<file path="config.mk">
export PLATFORM = sky130hd
export DESIGN_NAME = http_part_body_extractor_unit
export DESIGN_NICKNAME = d
export VERILOG_FILES = /design/src/sv/hpbe_pkg.sv /design/src/sv/http_part_body_extractor_unit.sv /design/src/sv/hpbe_hdr_track.sv
export VERILOG_INCLUDE_DIRS = /design/src /design/src/sv
export SDC_FILE = /design/constraint.sdc
export NUM_CORES = 1
export LEC_CHECK = 0
export BUFFER_PORTS_ARGS = -buffer_cell sky130_fd_sc_hd__buf_2
export CORE_UTILIZATION = 45
export CTS_CLUSTER_DIAMETER = 60
export DETAILED_ROUTE_END_ITERATION = 6
export GPL_ROUTABILITY_DRIVEN = 0
export PLACE_DENSITY = 0.7
export REMOVE_ABC_BUFFERS = 1
export SYNTH_ARGS = -nofsm -noshare
export SYNTH_HDL_FRONTEND = slang
export SYNTH_HIERARCHICAL = 1
export SYNTH_SLANG_ARGS = --single-unit
</file>
<file path="constraint.sdc">
create_clock -name clk -period 3.7 [get_ports clk]
set_clock_uncertainty 0.05 [all_clocks]
set_input_delay 0.74 -clock clk [delete_from_list [all_inputs] [get_ports clk]]
set_output_delay 0.74 -clock clk [all_outputs]
set_load 0.005 [all_outputs]
</file>
<file path="src/sv/http_part_body_extractor_unit_assert.svh">
// Assertion macros shared by the extractor RTL.
// Each macro expects clk and arst_n in scope.
`ifndef HTTP_PART_BODY_EXTRACTOR_UNIT_ASSERT_SVH
`define HTTP_PART_BODY_EXTRACTOR_UNIT_ASSERT_SVH

// Same-cycle implication, checked outside reset
`define HPBE_ASSERT_SAME(lbl, ante, cons) \
	lbl: assert property (@(posedge clk) disable iff (!arst_n) (ante) |-> (cons)) \
		else $error("hpbe assertion failed (same cycle)");

// Next-cycle implication, checked outside reset
`define HPBE_ASSERT_NEXT(lbl, ante, cons) \
	lbl: assert property (@(posedge clk) disable iff (!arst_n) (ante) |=> (cons)) \
		else $error("hpbe assertion failed (next cycle)");

`endif

</file>
<file path="src/sv/hpbe_pkg.sv">
package hpbe_pkg;

	// Framing mode of the byte stream
	typedef enum logic [1:0] {
		MODE_HEADER = 2'd0,
		MODE_BODY   = 2'd1,
		MODE_SKIP   = 2'd2
	} mode_t;

	// Progress of the length value parse
	typedef enum logic [1:0] {
		PH_IDLE   = 2'd0,
		PH_LEAD   = 2'd1,
		PH_DIGITS = 2'd2,
		PH_DONE   = 2'd3
	} phase_t;

	localparam int unsigned LEN_W   = 30;
	localparam int unsigned TAG_LEN = 16;
	localparam int unsigned SKIP_W  = 3;

	localparam logic [SKIP_W-1:0] SEP_BYTES = 3'd4;

	localparam logic [7:0] CHR_CR    = 8'h0D;
	localparam logic [7:0] CHR_LF    = 8'h0A;
	localparam logic [7:0] CHR_SPACE = 8'h20;
	localparam logic [7:0] CHR_PLUS  = 8'h2B;
	localparam logic [7:0] CHR_MINUS = 8'h2D;
	localparam logic [7:0] CHR_ZERO  = 8'h30;
	localparam logic [7:0] CHR_NINE  = 8'h39;

	// "Content-length: "
	localparam logic [7:0] TAG_TEXT [TAG_LEN] = '{
		8'h43, 8'h6F, 8'h6E, 8'h74, 8'h65, 8'h6E, 8'h74, 8'h2D,
		8'h6C, 8'h65, 8'h6E, 8'h67, 8'h74, 8'h68, 8'h3A, 8'h20
	};

	// Header tracker status toward the framing control
	typedef struct packed {
		logic             done;
		logic [LEN_W-1:0] len;
	} hdr_status_t;

endpackage

</file>
<file path="src/sv/http_part_body_extractor_unit.sv">
// HTTP part body extractor. Bytes of concatenated HTTP parts enter one per
// cycle unless the input stalls; each header is searched for "Content-length: "
// and its decimal value, the header ends at CR LF CR LF, then that many body
// bytes leave with part_last on the final one, and four separator bytes are
// dropped. A missing tag or a negative value gives an empty body. end_of_stream
// returns the block to header search after its byte. Throughput is one item
// per cycle, sustained while the output is not stalled; an item passes an
// input register and a result register, and a body byte is presented on the
// output once it moves on into the result register. The rate is set by the
// per-byte update of the header tracker and framing counters. The input side
// stalls only while the result register holds an item that is stalled.
module http_part_body_extractor_unit
	import hpbe_pkg::*;
#(
	parameter int unsigned MAX_LENGTH_DIGITS = 9
) (
	input  logic       clk,
	input  logic       arst_n,
	input  logic       in_valid,
	output logic       in_stall,
	input  logic [7:0] data_byte,
	input  logic       end_of_stream,
	output logic       out_valid,
	input  logic       out_stall,
	output logic [7:0] body_byte,
	output logic       part_last
);

	`include "http_part_body_extractor_unit_assert.svh"

	logic              valid_s1;
	logic [7:0]        data_s1;
	logic              eos_s1;
	logic              advance;

	mode_t             mode_q, mode_n;
	logic [LEN_W-1:0]  rem_q, rem_n;
	logic [SKIP_W-1:0] skip_q, skip_n;

	logic              res_valid;
	logic              res_last;
	logic              hdr_step;
	logic              hdr_clr;
	hdr_status_t       hdr;

	logic              out_valid_q;
	logic [7:0]        body_byte_q;
	logic              part_last_q;

	// item in stage 1 moves on when the result register is free or draining
	assign advance  = valid_s1 && (!out_valid_q || !out_stall);
	assign in_stall = valid_s1 && !advance;

	// input register
	always_ff @(posedge clk or negedge arst_n) begin
		if (!arst_n) begin
			valid_s1 <= 1'b0;
		end else if (in_valid && !in_stall) begin
			valid_s1 <= 1'b1;
		end else if (advance) begin
			valid_s1 <= 1'b0;
		end
	end

	always_ff @(posedge clk) begin
		if (in_valid && !in_stall) begin
			data_s1 <= data_byte;
			eos_s1  <= end_of_stream;
		end
	end

	// header tag, value and end tracking
	assign hdr_step = advance && (mode_q == MODE_HEADER);
	assign hdr_clr  = advance && (eos_s1 || ((mode_q == MODE_SKIP) && (skip_q <= 3'd1)));

	hpbe_hdr_track #(
		.MAX_LENGTH_DIGITS(MAX_LENGTH_DIGITS)
	) u_hdr (
		.clk   (clk),
		.arst_n(arst_n),
		.step  (hdr_step),
		.clr   (hdr_clr),
		.data  (data_s1),
		.status(hdr)
	);

	// framing outputs
	always_comb begin
		res_valid = 1'b0;
		res_last  = 1'b0;
		case (mode_q)
			MODE_BODY: begin
				res_valid = 1'b1;
				res_last  = (rem_q <= LEN_W'(1));
			end
			default: begin
				res_valid = 1'b0;
				res_last  = 1'b0;
			end
		endcase
	end

	// framing next state
	always_comb begin
		mode_n = mode_q;
		rem_n  = rem_q;
		skip_n = skip_q;
		if (advance) begin
			case (mode_q)
				MODE_BODY: begin
					rem_n = (rem_q != '0) ? rem_q - LEN_W'(1) : rem_q;
					if (rem_q <= LEN_W'(1)) begin
						skip_n = SEP_BYTES;
						mode_n = MODE_SKIP;
					end
				end
				MODE_SKIP: begin
					skip_n = (skip_q != '0) ? skip_q - SKIP_W'(1) : skip_q;
					if (skip_q <= SKIP_W'(1)) begin
						mode_n = MODE_HEADER;
					end
				end
				MODE_HEADER: begin
					if (hdr.done) begin
						if (hdr.len != '0) begin
							rem_n  = hdr.len;
							mode_n = MODE_BODY;
						end else begin
							skip_n = SEP_BYTES;
							mode_n = MODE_SKIP;
						end
					end
				end
				default: begin
					mode_n = MODE_HEADER;
				end
			endcase
			if (eos_s1) begin
				mode_n = MODE_HEADER;
				rem_n  = '0;
				skip_n = '0;
			end
		end
	end

	always_ff @(posedge clk or negedge arst_n) begin
		if (!arst_n) begin
			mode_q <= MODE_HEADER;
			rem_q  <= '0;
			skip_q <= '0;
		end else begin
			mode_q <= mode_n;
			rem_q  <= rem_n;
			skip_q <= skip_n;
		end
	end

	// result register
	always_ff @(posedge clk or negedge arst_n) begin
		if (!arst_n) begin
			out_valid_q <= 1'b0;
		end else if (advance && res_valid) begin
			out_valid_q <= 1'b1;
		end else if (!out_stall) begin
			out_valid_q <= 1'b0;
		end
	end

	always_ff @(posedge clk) begin
		if (advance && res_valid) begin
			body_byte_q <= data_s1;
			part_last_q <= res_last;
		end
	end

	assign out_valid = out_valid_q;
	assign body_byte = body_byte_q;
	assign part_last = part_last_q;

	// body count is live exactly in body mode
	`HPBE_ASSERT_SAME(a_rem_body, mode_q == MODE_BODY, rem_q != '0)
	`HPBE_ASSERT_SAME(a_rem_idle, mode_q != MODE_BODY, rem_q == '0)
	// separator count stays within the separator length while skipping
	`HPBE_ASSERT_SAME(a_skip_range, mode_q == MODE_SKIP, (skip_q != '0) && (skip_q <= SEP_BYTES))
	// a body byte that moves on always lands in the result register
	`HPBE_ASSERT_NEXT(a_res_load, advance && res_valid, out_valid_q)

endmodule

</file>
<file path="src/sv/hpbe_hdr_track.sv">
module hpbe_hdr_track
	import hpbe_pkg::*;
#(
	parameter int unsigned MAX_LENGTH_DIGITS = 9
) (
	input  logic        clk,
	input  logic        arst_n,
	input  logic        step,
	input  logic        clr,
	input  logic [7:0]  data,
	output hdr_status_t status
);

	localparam logic [3:0] DIGITS_MAX = 4'(MAX_LENGTH_DIGITS);

	logic [1:0]       end_cnt_q, end_cnt_n;
	logic [4:0]       tag_idx_q, tag_idx_n;
	logic             tag_found_q, tag_found_n;
	phase_t           phase_q, phase_n;
	logic [3:0]       digit_cnt_q, digit_cnt_n;
	logic [LEN_W-1:0] len_q, len_n;

	logic             is_digit;
	logic             tag_hit;
	logic             take_ok;
	logic [3:0]       digit_val;
	logic [LEN_W-1:0] len_x10;
	logic             done;

	assign is_digit  = (data >= CHR_ZERO) && (data <= CHR_NINE);
	assign digit_val = 4'(data - CHR_ZERO);
	assign tag_hit   = !tag_idx_q[4] && (data == TAG_TEXT[tag_idx_q[3:0]]);
	assign take_ok   = digit_cnt_q < DIGITS_MAX;
	// value * 10 + digit as shift-add, wrapped to the register width
	assign len_x10   = {len_q[LEN_W-4:0], 3'b000} + {len_q[LEN_W-2:0], 1'b0}
		+ {{(LEN_W-4){1'b0}}, digit_val};

	// tag search and value parse
	always_comb begin
		tag_idx_n   = tag_idx_q;
		tag_found_n = tag_found_q;
		phase_n     = phase_q;
		digit_cnt_n = digit_cnt_q;
		len_n       = len_q;
		if (!tag_found_q) begin
			if (tag_hit) begin
				tag_idx_n = tag_idx_q + 5'd1;
				if (tag_idx_q == 5'(TAG_LEN - 1)) begin
					tag_found_n = 1'b1;
					phase_n     = PH_LEAD;
				end
			end else begin
				tag_idx_n = (data == TAG_TEXT[0]) ? 5'd1 : 5'd0;
			end
		end else begin
			case (phase_q)
				PH_LEAD: begin
					if (data == CHR_SPACE) begin
						phase_n = PH_LEAD;
					end else if (data == CHR_PLUS) begin
						phase_n = PH_DIGITS;
					end else if (data == CHR_MINUS) begin
						len_n   = '0;
						phase_n = PH_DONE;
					end else if (is_digit) begin
						if (take_ok) begin
							len_n       = len_x10;
							digit_cnt_n = digit_cnt_q + 4'd1;
						end
						phase_n = PH_DIGITS;
					end else begin
						phase_n = PH_DONE;
					end
				end
				PH_DIGITS: begin
					if (is_digit) begin
						if (take_ok) begin
							len_n       = len_x10;
							digit_cnt_n = digit_cnt_q + 4'd1;
						end
					end else begin
						phase_n = PH_DONE;
					end
				end
				default: begin
					phase_n = phase_q;
				end
			endcase
		end
	end

	// CR LF CR LF tracking
	always_comb begin
		done = 1'b0;
		if (data == CHR_CR) begin
			end_cnt_n = (end_cnt_q == 2'd2) ? 2'd3 : 2'd1;
		end else if (data == CHR_LF) begin
			if (end_cnt_q == 2'd1) begin
				end_cnt_n = 2'd2;
			end else begin
				end_cnt_n = 2'd0;
				done      = (end_cnt_q == 2'd3);
			end
		end else begin
			end_cnt_n = 2'd0;
		end
	end

	// length is only ever nonzero once the tag was seen
	assign status.done = done;
	assign status.len  = len_q;

	always_ff @(posedge clk or negedge arst_n) begin
		if (!arst_n) begin
			end_cnt_q   <= 2'd0;
			tag_idx_q   <= 5'd0;
			tag_found_q <= 1'b0;
			phase_q     <= PH_IDLE;
			digit_cnt_q <= 4'd0;
			len_q       <= '0;
		end else if (clr || (step && done)) begin
			end_cnt_q   <= 2'd0;
			tag_idx_q   <= 5'd0;
			tag_found_q <= 1'b0;
			phase_q     <= PH_IDLE;
			digit_cnt_q <= 4'd0;
			len_q       <= '0;
		end else if (step) begin
			end_cnt_q   <= end_cnt_n;
			tag_idx_q   <= tag_idx_n;
			tag_found_q <= tag_found_n;
			phase_q     <= phase_n;
			digit_cnt_q <= digit_cnt_n;
			len_q       <= len_n;
		end
	end

endmodule

</file>
==> results.ini <==
[die]
initial_utilization = 0.458
num_rows = 47
die_area_um2 = 17400
core_area_um2 = 16500
ios = 24
die_h_um = 132
die_x_um = 132

[critical_path]
cp-startpoint = data_s1[2]$_DFFE_PP_
slowest_stage = edfxtp_1
reg2reg_depth = 12
regToRegEndpoint = u_hdr/len_q[26]$_DFFE_PN0P_
rr_startpoint = data_s1[2]$_DFFE_PP_
worstSetupStartpointType = flip-flop
r2r_setup_slack_ns = 0.49
end_kind = flip-flop
endpoint = u_hdr/len_q[26]$_DFFE_PN0P_
crit_fanout = 6
cp.arrival_ns = 3.40
worstPathCellList = ha_1 > ha_1 > inv_1 > fa_1 > nor2b_1 > o2111ai_1 > a21oi_1 > buf_4 > o21ai_1 > a211oi_1 > or4_1 > a32o_1
cp.required_ns = 3.89
cpPeakStageDelay_ns = 0.51
crit_path_frequent_cell = ha_1
critPathKind = flip-flop to flip-flop

[global_route]
grt_max_degree = 69
grtUsageTotal = 0.228
antenna_found_initial = 0
grt_pass1_wl_um = 32200
grt_pass1_vias = 6402
overflow = 0

[clock_tree]
cts-hold-fix-buffers = 0
clk_path_buf_depth = 2
htreeDepth = 3
clkLatencyLatePin_ns = 0.35
clkTransAtPathRegs_ns = 0.07
postCtsSetupRepairBufs = 0
cts_root_buf = clkbuf_16
cts_resized = 0
clock_sinks = 99
tritoncts = done
cts_buffers = 9

[power_and_ir_drop]
vdd_drop_max_mv = 0.383
p_per_area_nw_per_um2 = 534
p_leak_nw = 3.82
total_power_w = 0.00438

[timing]
setup_tns_ns = 0
layout_setup_ws_ns = 0.495
maxSlewViolCount = 0
worstMarginPinSlew_ns = 0.926
fin_crit_ns = 3.21
slew_headroom = 0.383
grt_setup_unrepaired = no
hold_viol = 0
fin_crit_sh = 0.866
fmax_ghz = 0.312
setup_viol = 0

[route]
wl_per_cell_um = 17.3
viasPerCell = 6.04
drt_pass1_iterations = 5
route.detailed.drc = 0
drt-initial-drc-count = 459
vias = 6613
routed_wl_um = 19000
ant_nets = 0

[layout]
final_cell_mix = 81 x dfrtp_1, 74 x nand2_1, 73 x o21ai_0
diodes = 0
drive_above_1_share = 0.103
layout_commonest_cell = dfrtp_1
n_fill_cell = 1557
area_delta_synth_final_pct = 8.39
fin_nets = 957

[synthesis]
syn_area_um2 = 7570
synth_warnings = 6
synth_edf_count = 18
ys_seq_elements = 99
async_reset_ff_frac = 0.818
syn_avg_cell_area_um2 = 8.82
synth_cell_types = 79
ys_seq_area_frac = 0.339
syn_inst = 859
yosys_most_used_dff = dfrtp_1

[run]
cap_violations = 0

[placement]
dp_hpwl_um = 13700
io_buffers = 23
dp_slack_ns = 0.539

[hold_path]
hold_class = input pin to async pin

[run_status]
status = finished clean

-- metal layers --
layer	vias to the layer above	GRT usage	wire length [µm]
li1	3220	-	-
met1	3188	0.306	8850
met2	177	0.377	8850
met3	28	0.0334	860
met4	0	0.0769	433
met5	-	0	0
-- flip-flops by register name (all words and copies together) (netlist names) --
signal and count:
u_hdr/phase_q 2, out_valid 1, mode_q 2, eos_s1 1, skip_q 3, u_hdr/end_cnt_q 2
valid_s1 1, data_s1 8, u_hdr/digit_cnt_q 4, rem_q 30, u_hdr/tag_found_q 1, body_byte 8
part_last 1, u_hdr/tag_idx_q 5, u_hdr/len_q 30
-- critical path, delay by kind of cell (launching register included) --
kind / cells / cell delay [ns]
flops: 1 / 0.51
compound gates: 5 / 1.09
simple gates: 2 / 0.48
buf+inv: 2 / 0.23
fa+ha+maj: 3 / 0.73
-- cells by family (layout without fill, tap and decap cells) --
| logic type | Yosys count | count (layout) | synth area share |
|---|---|---|---|
| multiplexers | 13 | 13 | 0.0182 |
| XOR/XNOR | 20 | 20 | 0.0231 |
| adder cells (fa/ha/maj) | 74 | 74 | 0.124 |
| AO/OA/AOI/OAI | 264 | 264 | 0.225 |
| flip-flops | 99 | 99 | 0.339 |
| AND/OR/NAND/NOR | 312 | 312 | 0.225 |
| buffers and inverters | 77 | 93 | 0.0451 |
-- per-stage QoR --
stage               hold WS, ns  cell area, µm²  cells  utilization
global placement          0.425            7900   1079        0.478
CTS                       0.457            8210   1095        0.497
floorplan                 0.394            7360    817            -
finish                    0.450            8210   1095        0.497
detailed placement        0.436            7900   1079        0.478
global route              0.469            8210   1095        0.497
-- cells in the mapped netlist (5+ instances only) --
library cell | count | area share
ha_1 | 72 | 0.12
xnor2_1 | 15 | 0.017
mux2i_1 | 7 | 0.0093
nor2b_1 | 12 | 0.0099
o31ai_1 | 5 | 0.0050
xor2_1 | 5 | 0.0058
nand2b_1 | 13 | 0.011
dfrtp_1 | 81 | 0.27
mux2_2 | 6 | 0.0089
a211oi_1 | 7 | 0.0069
a211o_1 | 5 | 0.0058
or4_1 | 7 | 0.0069
o21bai_1 | 6 | 0.0059
nor3_1 | 19 | 0.013
a32oi_1 | 5 | 0.0058
edfxtp_1 | 18 | 0.071
nand3b_1 | 8 | 0.0079
inv_1 | 35 | 0.017
a21o_1 | 22 | 0.022
clkbuf_1 | 22 | 0.011
nor3b_1 | 6 | 0.0059
nand2_1 | 74 | 0.037
or3_1 | 7 | 0.0058
a31oi_1 | 13 | 0.011
nand3_1 | 25 | 0.017
and3_1 | 10 | 0.0083
a21oi_1 | 67 | 0.044
nand4_1 | 13 | 0.011
buf_2 | 12 | 0.0079
o21ai_0 | 73 | 0.048
o211ai_1 | 5 | 0.0050
nor4_1 | 19 | 0.016
a22oi_1 | 6 | 0.0059
and2_1 | 10 | 0.0083
nor2_1 | 61 | 0.030
-- power by group --
group | total (W) | leakage (nW) | switching (W) | internal (W)
combinational | 0.00186 | 2.39 | 0.00119 | 0.000671
sequential | 0.00152 | 1.28 | 0.000226 | 0.00130
clock | 0.00100 | 0.151 | 0.000466 | 0.000537
-- worst min path at each step --
| stage | start | slack, ns | endpoint | cells past startpoint |
|---|---|---|---|---|
| 6_report | arst_n | 0.45 | u_hdr/tag_idx_q[4]$_DFFE_PN0P_ | 1 |
| 5_1_grt | rem_q[23]$_DFFE_PN0P_ | 0.47 | rem_q[23]$_DFFE_PN0P_ | 1 |
| 4_1_cts | rem_q[23]$_DFFE_PN0P_ | 0.46 | rem_q[23]$_DFFE_PN0P_ | 1 |
| 3_5_place_dp | rem_q[23]$_DFFE_PN0P_ | 0.44 | rem_q[23]$_DFFE_PN0P_ | 1 |
| 3_3_place_gp | u_hdr/digit_cnt_q[3]$_DFFE_PN0P_ | 0.43 | u_hdr/digit_cnt_q[3]$_DFFE_PN0P_ | 2 |
| 2_1_floorplan | arst_n | 0.39 | mode_q[0]$_DFFE_PN0P_ | 0 |
-- area by class of cell --
cell class	instances	area (µm²)	share of cell area
timing repair buffer	42	260	0.0317
tap	220	275	0.0335
multi-input combinational	683	4670	0.568
clock inverter	7	85.1	0.0104
clock buffer	9	225	0.0274
sequential	99	2570	0.313
inverter	35	131	0.0160
Power figures use the tool's default switching activity.
